==> src/rtl/mbg_pkg.sv <==
// package for the maze backtracker generator
// holds sizes, request codes, state enum and controller/datapath structs
`default_nettype none
package mbg_pkg;
    localparam int MAX_WIDTH  = 32;
    localparam int MAX_HEIGHT = 32;
    localparam int XW = $clog2(MAX_WIDTH);
    localparam int YW = $clog2(MAX_HEIGHT);
    localparam int CELLS = MAX_WIDTH * MAX_HEIGHT;
    localparam int AW = XW + YW;
    localparam int DW = AW + 1;
    // stack entry: x, y, order (4 x 2 bits), next (3 bits)
    localparam int SW = XW + YW + 8 + 3;
    localparam logic [15:0] LFSR_TAPS = 16'hB400;

    localparam logic [1:0] REQ_CLEAR   = 2'd0;
    localparam logic [1:0] REQ_GEN     = 2'd1;
    localparam logic [1:0] REQ_READ    = 2'd2;
    localparam logic [1:0] REQ_IGNORED = 2'd3;

    localparam logic [1:0] REG_WIDTH  = 2'd0;
    localparam logic [1:0] REG_HEIGHT = 2'd1;
    localparam logic [1:0] REG_SEED   = 2'd2;

    localparam logic [1:0] DIR_TOP    = 2'd0;
    localparam logic [1:0] DIR_RIGHT  = 2'd1;
    localparam logic [1:0] DIR_BOTTOM = 2'd2;
    localparam logic [1:0] DIR_LEFT   = 2'd3;

    typedef enum logic [3:0] {
        ST_IDLE, ST_CLEAR, ST_READ_WAIT, ST_READ_DONE, ST_ENTER, ST_SHUF,
        ST_PUSH, ST_TOP_RD, ST_TOP_EVAL, ST_NB_WAIT, ST_NB_EVAL, ST_CARVE,
        ST_DONE
    } state_t;

    typedef struct packed {
        logic load_req;
        logic clear_wr;
        logic cell_rd_req;
        logic read_capture;
        logic gen_start;
        logic enter_mark;
        logic shuffle_step;
        logic push;
        logic stack_rd;
        logic frame_eval;
        logic nb_rd;
        logic carve;
        logic result_load;
    } ctrl_t;

    typedef struct packed {
        logic clear_last;
        logic shuffle_last;
        logic stack_full;
        logic stack_empty;
        logic frame_pop;
        logic frame_skip;
        logic nb_ok;
        logic req_inside;
    } stat_t;
endpackage
`default_nettype wire

==> src/rtl/mbg_ctrl.sv <==
// controller state machine for the maze backtracker generator
// depends on mbg_pkg
`default_nettype none
module mbg_ctrl
    import mbg_pkg::*;
(
    input  wire logic  clk,
    input  wire logic  rst_n,
    input  wire logic  in_fire,
    input  wire logic [1:0] req_type,
    input  wire logic  out_busy,
    input  wire stat_t st,
    output ctrl_t      ct,
    output logic       idle
);
    state_t state_reg, state_next;
    logic [1:0] req_reg;
    logic boot_reg;

    // after reset the whole cell store is cleared before the first item
    always_ff @(posedge clk or negedge rst_n)
    begin
        if (!rst_n)
        begin
            state_reg <= ST_CLEAR;
            req_reg   <= REQ_CLEAR;
            boot_reg  <= 1'b1;
        end
        else
        begin
            state_reg <= state_next;
            if (in_fire)
                req_reg <= req_type;
            if (state_reg == ST_CLEAR && st.clear_last)
                boot_reg <= 1'b0;
        end
    end

    always_comb
    begin
        state_next = state_reg;
        case (state_reg)
            ST_IDLE:
            begin
                if (in_fire)
                begin
                    case (req_type)
                        REQ_CLEAR: state_next = ST_CLEAR;
                        REQ_GEN:   state_next = ST_READ_WAIT;
                        REQ_READ:  state_next = ST_READ_WAIT;
                        default:   state_next = ST_DONE;
                    endcase
                end
            end
            ST_CLEAR:
            begin
                if (st.clear_last)
                    state_next = boot_reg ? ST_IDLE : ST_DONE;
            end
            // a generate first fetches the start cell
            ST_READ_WAIT: state_next = (req_reg == REQ_GEN) ? ST_ENTER : ST_READ_DONE;
            ST_READ_DONE: state_next = ST_DONE;
            ST_ENTER:
            begin
                if (!st.req_inside && req_reg == REQ_GEN)
                    state_next = ST_DONE;
                else if (st.stack_full)
                    state_next = st.stack_empty ? ST_DONE : ST_TOP_RD;
                else
                    state_next = ST_SHUF;
            end
            ST_SHUF:      if (st.shuffle_last) state_next = ST_PUSH;
            ST_PUSH:      state_next = ST_TOP_RD;
            ST_TOP_RD:    state_next = st.stack_empty ? ST_DONE : ST_TOP_EVAL;
            ST_TOP_EVAL:
            begin
                if (st.frame_pop || st.frame_skip)
                    state_next = ST_TOP_RD;
                else
                    state_next = ST_NB_WAIT;
            end
            ST_NB_WAIT:   state_next = ST_NB_EVAL;
            ST_NB_EVAL:   state_next = st.nb_ok ? ST_CARVE : ST_TOP_RD;
            ST_CARVE:     state_next = ST_ENTER;
            ST_DONE:      if (!out_busy) state_next = ST_IDLE;
            default:      state_next = ST_IDLE;
        endcase
    end

    always_comb
    begin
        ct = '0;
        idle = (state_reg == ST_IDLE);
        ct.load_req = idle && in_fire;
        ct.gen_start = idle && in_fire && req_type == REQ_GEN;
        case (state_reg)
            ST_CLEAR:     ct.clear_wr = 1'b1;
            ST_READ_WAIT: ct.cell_rd_req = 1'b1;
            ST_READ_DONE: ct.read_capture = 1'b1;
            ST_ENTER:
                ct.enter_mark = (st.req_inside || req_reg != REQ_GEN) && !st.stack_full;
            ST_SHUF:      ct.shuffle_step = 1'b1;
            ST_PUSH:      ct.push = 1'b1;
            ST_TOP_RD:    ct.stack_rd = !st.stack_empty;
            ST_TOP_EVAL:  ct.frame_eval = 1'b1;
            ST_NB_WAIT:   ct.nb_rd = 1'b1;
            ST_CARVE:     ct.carve = 1'b1;
            ST_DONE:      ct.result_load = !out_busy;
            default:      ;
        endcase
    end
endmodule
`default_nettype wire

==> config.mk <==
export PLATFORM = sky130hd
export DESIGN_NAME = mbg_ctrl
export DESIGN_NICKNAME = d
export VERILOG_FILES = /design/src/rtl/mbg_pkg.sv /design/src/rtl/mbg_ctrl.sv
export SDC_FILE = /design/constraint.sdc
export NUM_CORES = 1
export LEC_CHECK = 0
export ABC_AREA = 0
export BUFFER_PORTS_ARGS = -buffer_cell sky130_fd_sc_hd__buf_4
export CORE_UTILIZATION = 46
export CTS_CLUSTER_SIZE = 8
export DETAILED_ROUTE_END_ITERATION = 10
export PLACE_DENSITY = 0.77
export SYNTH_ARGS = -nofsm -noshare
export SYNTH_HDL_FRONTEND = slang
export SYNTH_SLANG_ARGS = --single-unit
==> constraint.sdc <==
create_clock -name clk -period 2.2 [get_ports clk]
set_clock_uncertainty 0.2 [all_clocks]
set_input_delay 0.33 -clock clk [delete_from_list [all_inputs] [get_ports clk]]
set_output_delay 0.33 -clock clk [all_outputs]
set_load 0.02 [all_outputs]
Yosys cells after proc, flatten, opt, wreduce, memory -nomap -nowiden --
Cells that the tools add are included.
Word-level totals: bits in registers 7, output and inout bits 14
Operators by class: equality and inequality tests 20, reductions and logical operators 15, mux-type cells 25
Operators by type and width (number):
- $pmux 4 s13 | 1
- $mux 4 | 10
- $eq 4x4->1 const B | 5
- $eq 4x3->1 const B | 4
- $mux 1 | 11
- $eq 4x2->1 const B | 2
- $ne 2x2->1 const B | 4
- $pmux 4 s2 | 1
- $mux 3 | 2
- $logic_and 1x1->1 | 5
- $eq 2x1->1 const B | 2
- $eq 4x1->1 const B | 1
- $logic_not 1->1 | 4
- $logic_not 4->1 | 1
- $reduce_and 4->1 | 1
- $eq 2x2->1 const B | 1
- $logic_not 2->1 | 1
- $logic_or 1x1->1 | 2
- $ne 2x1->1 const B | 1
- $reduce_or 2->1 | 1

Depth between registers and ports, before layout --
word-level depth 5, gate-level depth with buffers 6, gate-level depth less buffers 6

Worst setup path before layout --
No wires, ideal clock.
kind reg2out, start point register state_reg[3], end point output ct[7] in the netlist's numbering, data required time 1670 ps, buffers on the path 2, path slack 167 ps, data arrival time 1503 ps, cell stages (with the launch flop) 5, cells stage by stage dfrtp_1 -> buf_6 -> nand2b_1 -> clkbuf_1 -> nor4_1
RTL lines:
- from (decl) | RTL line mbg_ctrl.sv:16 | state_t state_reg, state_next;
- from (signal assigned) | RTL line mbg_ctrl.sv:31 | state_reg <= state_next;
- to (decl) | RTL line mbg_ctrl.sv:13 | output ctrl_t ct,

==> flow_summary.toml <==
[sta]
tns_ns = 0
hold_ws_ns = 0.0497
relSlewSlack_pct = 75.5
min_period_ns = 2.11
worst_slew_pin_slew_ns = 0.367
fin_crit_sh_pct = 96.0
hold_viol = 0
setup_viol = 0
rsz0062_at_grt = "false"
fmax_mhz = 474
drv_slew = 0

[floorplan]
std_cell_rows = 13
die_h_um = 40.0
core_area_sq_um = 1320
ios = 28
start_util_pct = 50.5
die_w_um = 40.0
die-area_sq_um = 1600

[hold_path]
hp-class = "input port to register"

[yosys]
synth_edf_count = 0
synth_top_flop_cell = "dfrtp_1"
yosysWarnings = 0
synth_area_sq_um = 666
syn_nets = 101
synthDistinctLibCells = 38
synth-seq-cells = 7
syn_inst = 84
avgSynthCellArea_sq_um = 7.92
synth_seq_area_share_pct = 26.7
async_flop_share_pct = 100

[detailed_routing]
wl_um = 1810
wl_per_cell_um = 14.2
drtIter0Drc = 30
ant_nets = 0
dr.pass1.iters = 4
vias_per_cell = 5.76
drt_drc_violations_left = 0
vias = 732

[clocking]
clk_pin_slew_ns = 0.06
cts_tree = "done"
cts-buffers-inserted = 3
clock-root-buffer = "clkbuf_4"
post-cts-setup-buffer-count = 0
clockBufferDepth = 2
clkSinkCount = 7
htreeDepth = 1
clkLatencyLatePin_ns = 0.25

[worst_setup_path]
startpoint_type = "register"
required_ns = 1.67
cp_data_arrival_time_ns = 1.58
crit_fanout = 12
endpoint_kind = "output port"
crit_type = "register to output port"

[grt]
grt_use_total_pct = 26.9
grt_pass1_wl_um = 2790
grt-busiest-layer = "met2"
antenna_found_initial = 0
use_met2_pct = 43.5
grt_use_met3_pct = 6.67
grt.met1_usage_pct = 33.8
overflow = 0
grt_max_degree = 14
grt_pass1_vias = 619

[cells_and_area]
fin_nets = 130
seq_area_sq_um = 179
drive_above_1_share_pct = 37.5
syn2layout_area_growth_pct = 36.1
largest_register_ffs = 4
n_fill_cell = 112
instances_no_fill = 127
diodes = 0
multiInputGateArea_sq_um = 443

[power]
finalPower_mw = 1.14
p_comb_share_pct = 64.5
clkPwrFrac_pct = 10.6
switchingPower_uw = 556
pwr-share-seq_pct = 25.0
p_leak_nw = 0.415
max-vdd-ir-drop_mv = 0.762
power.internal_uw = 580
p_per_area_nw_per_um2 = 1250
swShare_pct = 48.9

[placement]
dp_hpwl_um = 1390
place_congestion = 0.923
io_buffer_count = 27
dpl.cell_count = 122

[outcome]
status = "complete, no violations"

[run]
drv_cap = 0
==> final timing paths <==
check,from,endpoint,slack [ns],cells past startpoint
max,state_reg[0],ct[7],0.09,5
min,st[7],boot_reg,0.05,2
max reg2reg,state_reg[0],state_reg[2],0.12,4
min reg2reg,boot_reg,boot_reg,0.30,1
max in group asynchronous,rst_n,boot_reg,1.36,2
min in group asynchronous,rst_n,state_reg[2],0.24,2
==> power by group through the flow <==
stage               Sequential (mW)  Clock, mW  Combinational, mW
floorplan                     0.209          0              0.595
global placement              0.280          0              0.712
detailed placement            0.282          0              0.719
CTS                           0.278      0.125              0.724
global route                  0.297      0.136              0.798
finish                        0.284      0.120              0.732
==> critical path, cell delays in order, from the launching register on <==
cell	delay (ns)
dfstp_2	0.64
inv_1	0.09
buf_4	0.16
nand2_1	0.19
nor4_1	0.08
buf_4	0.17
==> layout make-up <==
class | count | share of cell area [%]
Tap cell | 15 | 2.07
Sequential cell | 7 | 19.8
Timing Repair Buffer | 29 | 24.3
Clock buffer | 4 | 2.90
Inverter | 5 | 2.07
Multi-Input combinational cell | 67 | 48.9
==> stage by stage <==
stage | setup slack, ns | area (sq um) | util, %
after detailed placement | 0.131 | 866 | 65.7
after CTS | 0.0659 | 902 | 68.5
after floorplan | 0.167 | 666 | -
after global routing | 0.0119 | 906 | 68.8
after global placement | 0.165 | 866 | 65.7
final | 0.0886 | 906 | 68.8
==> timing repair <==
item                       CTS  global route
hold endpoints to repair     7             0
gates resized for setup      0             2
hold buffers                 1             0
setup endpoints to repair    0             2
==> Yosys cell counts, types with 3 or more instances <==
master	instances	area, sq um
nor2_1	14	52.6
nand2_1	8	30.0
dfrtp_1	5	125
inv_1	5	18.8
nor3_1	4	20.0
a21oi_1	3	15.0
ha_1	3	37.5
o21ai_0	3	15.0
==> metal layers <==
| layer | share of wire, % | routed length (um) |
|---|---|---|
| met2 | 50 | 896 |
| met4 | 0.72 | 13 |
| met5 | 0 | 0 |
| met3 | 7.1 | 129 |
| met1 | 42 | 768 |
==> layout by cell type, fill, tap and decap left out, types with 2 or more instances in the layout <==
master    count
a21oi_1       3
buf_4        28
clkbuf_4      3
dfrtp_1       4
dfstp_2       2
ha_1          3
inv_1         5
mux2_2        2
mux2_4        2
nand2_1       8
nand3b_1      2
nand4_1       2
nor2_1       14
nor3_1        4
nor3b_1       2
o21ai_0       3
==> cells by family (layout without fill, tap and decap cells) <==
logic type	Yosys count	count (layout)	share of synthesized area, %
buffers and inverters	10	38	7.14
AND/OR/NAND/NOR	39	39	28.6
flip-flops	7	7	26.7
AO/OA/AOI/OAI	21	21	24.1
multiplexers	4	4	7.89
adder cells (fa/ha/maj)	3	3	5.64
Note: power is estimated with default switching activity, not from simulation.
